**src/rtl/core/irc_pkg.sv**
```systemverilog
// irc_pkg: shared types, verdict codes and ones'-complement helper for the
// ipv4 receive checker; no dependencies
package irc_pkg;

	localparam logic [3:0] V_NOT_IPV4    = 4'd0;
	localparam logic [3:0] V_NOT_MINE    = 4'd1;
	localparam logic [3:0] V_TRUNCATED   = 4'd2;
	localparam logic [3:0] V_BAD_HDR_SUM = 4'd3;
	localparam logic [3:0] V_BAD_TCP_SUM = 4'd4;
	localparam logic [3:0] V_TCP_OK      = 4'd5;
	localparam logic [3:0] V_ECHO_REQ    = 4'd6;
	localparam logic [3:0] V_OTHER_ICMP  = 4'd7;
	localparam logic [3:0] V_OTHER_PROTO = 4'd8;

	localparam logic [7:0] PROTO_ICMP     = 8'h01;
	localparam logic [7:0] PROTO_TCP      = 8'h06;
	localparam logic [7:0] ICMP_ECHO_REQ  = 8'h08;
	localparam logic [3:0] IP_VERSION_4   = 4'h4;
	localparam logic [15:0] MIN_HDR_BYTES = 16'd20;

	// per-packet parse state
	typedef struct packed {
		logic [15:0] byte_position;
		logic [3:0]  header_words_len;
		logic [15:0] total_length;
		logic [15:0] header_sum;
		logic [15:0] segment_sum;
		logic [7:0]  protocol_number;
		logic        version_good;
		logic        dest_matches;
		logic [31:0] sender_address;
		logic [15:0] datagram_id;
		logic [7:0]  first_type_byte;
	} pkt_state_t;

	// end-around carry add
	function automatic logic [15:0] oc_add(input logic [15:0] a, input logic [15:0] b);
		logic [16:0] s;
		s = {1'b0, a} + {1'b0, b};
		return s[15:0] + {15'd0, s[16]};
	endfunction

endpackage

```
**src/rtl/core/irc_parse.sv**
```systemverilog
// irc_parse: per-packet header parser and checksum accumulators
// depends on irc_pkg
module irc_parse (
	input  logic                    clk,
	input  logic                    arst_n,
	input  logic                    step,
	input  logic [15:0]             data_word,
	input  logic                    last_word,
	input  logic [31:0]             my_address,
	output irc_pkg::pkt_state_t     state_next
);
	import irc_pkg::*;

	localparam logic [14:0] W_VER_IHL = 15'd0;
	localparam logic [14:0] W_TOT_LEN = 15'd1;
	localparam logic [14:0] W_IDENT   = 15'd2;
	localparam logic [14:0] W_PROTO   = 15'd4;
	localparam logic [14:0] W_SRC_HI  = 15'd6;
	localparam logic [14:0] W_SRC_LO  = 15'd7;
	localparam logic [14:0] W_DST_HI  = 15'd8;
	localparam logic [14:0] W_DST_LO  = 15'd9;

	pkt_state_t  st_q;
	pkt_state_t  nx;
	logic [15:0] pos;
	logic [14:0] idx;
	logic        take;
	logic        odd_end;
	logic [15:0] sw;
	logic [4:0]  hw;
	logic        in_hdr;
	logic [15:0] seg1;

	always_comb begin
		pos     = st_q.byte_position;
		idx     = pos[15:1];
		take    = (pos < 16'd4) || (pos < st_q.total_length);
		odd_end = (pos >= 16'd4) && (({1'b0, pos} + 17'd1) == {1'b0, st_q.total_length});
		sw      = odd_end ? {data_word[15:8], 8'h00} : data_word;
		nx      = st_q;
		hw      = 5'd0;
		in_hdr  = 1'b0;
		seg1    = st_q.segment_sum;
		if (take) begin
			case (idx)
				W_VER_IHL: begin
					nx.version_good     = (data_word[15:12] == IP_VERSION_4);
					nx.header_words_len = data_word[11:8];
				end
				W_TOT_LEN: nx.total_length = data_word;
				W_IDENT:   nx.datagram_id = data_word;
				W_PROTO:   nx.protocol_number = data_word[7:0];
				W_SRC_HI:  nx.sender_address[31:16] = data_word;
				W_SRC_LO:  nx.sender_address[15:0] = data_word;
				W_DST_HI:  nx.dest_matches = (data_word == my_address[31:16]);
				W_DST_LO:  nx.dest_matches = st_q.dest_matches && (data_word == my_address[15:0]);
				default: ;
			endcase
			hw     = {nx.header_words_len, 1'b0};
			in_hdr = idx < {10'd0, hw};
			if (in_hdr) begin
				nx.header_sum = oc_add(st_q.header_sum, sw);
			end else begin
				seg1 = oc_add(st_q.segment_sum, sw);
				if (idx == {10'd0, hw})
					nx.first_type_byte = sw[15:8];
			end
			// source and destination go into the tcp pseudo-header
			if (idx >= W_SRC_HI && idx <= W_DST_LO)
				nx.segment_sum = oc_add(seg1, data_word);
			else
				nx.segment_sum = seg1;
		end
		nx.byte_position = (pos >= 16'hFFFE) ? 16'hFFFF : pos + 16'd2;
		state_next = nx;
	end

	always_ff @(posedge clk or negedge arst_n) begin
		if (!arst_n) begin
			st_q <= '0;
		end else if (step) begin
			st_q <= last_word ? '0 : nx;
		end
	end

endmodule

```
**config.mk**
```make
export PLATFORM = sky130hd
export DESIGN_NAME = irc_parse
export DESIGN_NICKNAME = d
export VERILOG_FILES = /design/src/rtl/core/irc_pkg.sv /design/src/rtl/core/irc_parse.sv
export SDC_FILE = /design/constraint.sdc
export NUM_CORES = 1
export LEC_CHECK = 0
export ABC_AREA = 1
export BUFFER_PORTS_ARGS = -buffer_cell sky130_fd_sc_hd__buf_2
export CAP_MARGIN = 20
export CORE_ASPECT_RATIO = 1.2
export CORE_UTILIZATION = 50
export DETAILED_ROUTE_END_ITERATION = 8
export PLACE_DENSITY = 0.8
export SYNTH_ARGS = -nofsm -noshare
export SYNTH_HDL_FRONTEND = slang
export SYNTH_SLANG_ARGS = --single-unit
```
**constraint.sdc**
```tcl
create_clock -name clk -period 8.45 [get_ports clk]
set_input_delay 0.845 -clock clk [delete_from_list [all_inputs] [get_ports clk]]
set_output_delay 0.845 -clock clk [all_outputs]
set_load 0.1 [all_outputs]
```
==> results.md <==
* Complex-gate fraction of the synthesized area at 0.177
* Fill count at between 2000 and 2500
* Cell at the root of the clock tree: clkbuf_16
* Count of mapped cells out of synthesis at approximately 1900
* Clock tree from TritonCTS: done
* DR iter-0 viols at approximately 1500
* Worst min-delay path class: input port to asynchronous set/reset pin
* Wire length of the first global-routing pass at ~74 mm
* PD cells at between 300 and 400 nW/um2
* Summed negative setup slack over all endpoints at -3.61 ns
* Height of the chip at between 150 and 200 um
* Data arrival time at the worst-slack endpoint at slightly above 8 ns
* Multiplexer fraction of the synthesized cell area at 0.000788
* Count of pins on the block boundary at approximately 190
* Number of antenna violations at the first check in global routing at 0
* Post-synthesis cell area at 12700 um2
* Required time of the critical path at between 7 and 8 ns
* Floorplan core area at 24800 um2
* Most used standard cells in the synthesized netlist: nand2_1, inv_1, nor2_1, dfrtp_1, o21ai_0
* Total congestion overflow after global routing at 0
* Syn-to-layout area delta at 28.7%
* Run status: complete, but fails checks
* Count of antenna-violating nets left after detailed routing at 0
* Max FO, Critical Path at 7
* Startpoint types: register
* Share of the synthesized area in the top cell type at 0.264
* Violated checks: design-rule violations, negative setup slack
* Peak per-stage delay on the critical path at between 0.4 and 0.5 ns
* Total wire length after detailed routing at roughly 50 mm
* Worst skew pair latency at approximately 0.45 ns
* Final Skew at 0.00899 ns
* Most Frequent Cell on Critical Path: nand2_2
* Detailed-route wire length per cell at slightly below 20 um
* Area post-placement at roughly 15000 um2
* RSZ-0062 raised after global routing: yes
* Share of the yosys chip area belonging to registers at 0.264
* Count of endpoints failing setup in the final report at 9
* Final instance area at approximately 16000 um2
* Net count after synthesis at between 2000 and 2500
* Number of sinks handled by clock tree synthesis at between 100 and 150
* Number of design rule violations left after detail routing at 1
* Maximum number of pins on one net before global-route repair at 81
* Adder-cell share of the synthesized area at 0.0824
* All-layer global routing usage at 0.369
* Async SR Flop Fraction at 1.00
* Post-Synth Simple-Gate Area at 0.292
* Main combinational cell family by area after synthesis: simple AND/OR/NAND/NOR gates
* Number of iterations in the first detailed-routing pass at 9
* Crit path max-delay cell type: dfrtp_1
* Clock slew seen by the registers of the worst setup and hold paths at 0.06 ns
* Number of input and output port buffers inserted at roughly 190
* Number of standard-cell rows in the floorplan at 63
* Die width at ~150 um
* Library cell with the highest instance count after synthesis: nand2_1
* DPL Wire Length at ~34 mm
* Routability congestion estimate from global placement at around 0.98
* Kind of end point of the critical path: output pin
* Number of clock buffers inserted by TritonCTS at 17
* Post-layout total power at about 6.0 mW
* Worst max-slew margin expressed relative to the limit at 0.319
* Peak supply drop at ~0.00025 V
* Via count of the first global-routing pass at ~14000
* Pin slew with the least headroom to its limit at 1.02 ns
* Fin. max-slew vios at 0
* Number of enable-type register cells in the synthesized netlist at 0
* Antenna cell count at 0
* Fraction of synthesized cell area in xor and xnor cells at 0.0550
* Layout cells sized above 1 at 0.256
* Number of cells traversed by the worst register-to-register path at 58
* Cell total after placement at ~2500
* Leakage power at just over 9 nW
* Number of storage elements in the synthesis netlist at about 130
* Upper clock frequency limit at between 100 and 150 MHz
* Crit path kind: register to output pin
* H-tree depth reported by CTS at 4
* Final non-filler cell total at ~2600
* Netlist cell types at 61
* Final hold violation count at 0
* Via count at approximately 15000
* Synth Warn # at 0
* PnR worst setup slack at -0.613 ns
* Top post-synthesis cells by area: dfrtp_1, nand2_1, inv_1, ha_1, o22ai_1
* Top cell type by total area after synthesis: dfrtp_1
* Maximum clock insertion buffer count at 2
* Die outline area at between 20000 and 30000 um2
* Max-cap violation count at 0
* Syn avg cell area at 6.55 um2
* Post-detailed-route via-to-cell ratio at between 5 and 6
* Top FF cell, synth: dfrtp_1
* Portion of the clock cycle consumed by the worst path in the final layout at 1.07
* Initial core utilization at 0.512
* Tmin final at 9.06 ns
* Net count reported at finish at between 2000 and 2500
critical path, delay by kind of cell (launching register included):
family / cells / cell delay [ns]
simple gates: 28 / 3.21
fa+ha+maj: 5 / 1.38
compound gates: 13 / 1.51
flops: 1 / 0.43
buf+inv: 10 / 1.16
cell families (layout without fill, tap and decap cells):
| logic type | count (synthesis) | count (layout) |
|---|---|---|
| flip-flops | 134 | 134 |
| buffers and inverters | 428 | 729 |
| AO/OA/AOI/OAI | 390 | 390 |
| multiplexers | 1 | 1 |
| adder cells (fa/ha/maj) | 83 | 83 |
| AND/OR/NAND/NOR | 831 | 831 |
| XOR/XNOR | 72 | 72 |
metal layers:
layer,GRT usage,share of wire,vias up
li1,-,-,6853
met1,0.443,0.38,6805
met2,0.617,0.47,907
met3,0.0641,0.094,245
met4,0.220,0.060,0
met5,0,0,-
where the power goes:
part	internal (mW)	switching [mW]
clock network	0.478	0.332
logic	1.18	3.23
registers	0.730	0.0925
total	2.39	3.66
placed cells by master, fill, tap and decap left out, types with 5 or more instances in the layout:
cell       instances
nor2_1           146
o22ai_1          102
nor4_1             5
clkbuf_16         17
xor2_1            45
nand2_4            6
o21ai_0          108
buf_4            148
o21ai_2           12
buf_2            170
nand2_1          421
o21bai_1           7
ha_1              61
buf_12            11
ha_4              18
nor3_1            15
o21a_1             5
inv_1            337
nor2_4            17
or2_2              7
nand3_2           13
dfrtp_1          132
o211ai_1           5
nand2_2           49
nand4_1           24
a21oi_2            7
xnor2_1           21
nor2_2            15
buf_6              5
nand3_1           93
inv_2             20
a21oi_1          103
registers in the layout, indices dropped and copies added (netlist names):
name,cells
st_q,118
pos,16
area by class of cell:
cell class                 instances  area (um2)  share of cell area
clock buffer                      20         447              0.0273
clock inverter                    12         169              0.0103
inverter                         360        1350              0.0828
multi-input combinational       1377        8340               0.510
sequential                       134        3360               0.205
tap                              325         407              0.0249
timing repair buffer             337        2280               0.140
through the flow:
step | setup WS, ns | hold WS, ns | utilization
final | -0.613 | 0.392 | 0.659
after global routing | -0.986 | 0.435 | 0.659
after CTS | -0.202 | 0.407 | 0.644
after detailed placement | -0.360 | 0.482 | 0.588
after global placement | -0.162 | 0.463 | 0.588
after floorplan | 0.0294 | 0.450 | -
what timing repair did:
item	CTS	global route
pin swaps	53	51
buffers inserted	59	14
setup endpoints to repair	12	16
resized for setup	77	63
hold buffers	0	0
path summary, 6_finish.rpt:
path                            startpoint              to  slack (ns)
worst max-delay path                pos[0]  state_next[75]       -0.61
min in group clk                  st_q[55]        st_q[55]        0.54
worst min register to register    st_q[55]        st_q[55]        0.54
worst min-delay path                arst_n         st_q[5]        0.39
worst max register to register      pos[0]        st_q[75]        0.50
max in group asynchronous           arst_n        st_q[52]        6.60
Power figures use the tool's default switching activity.
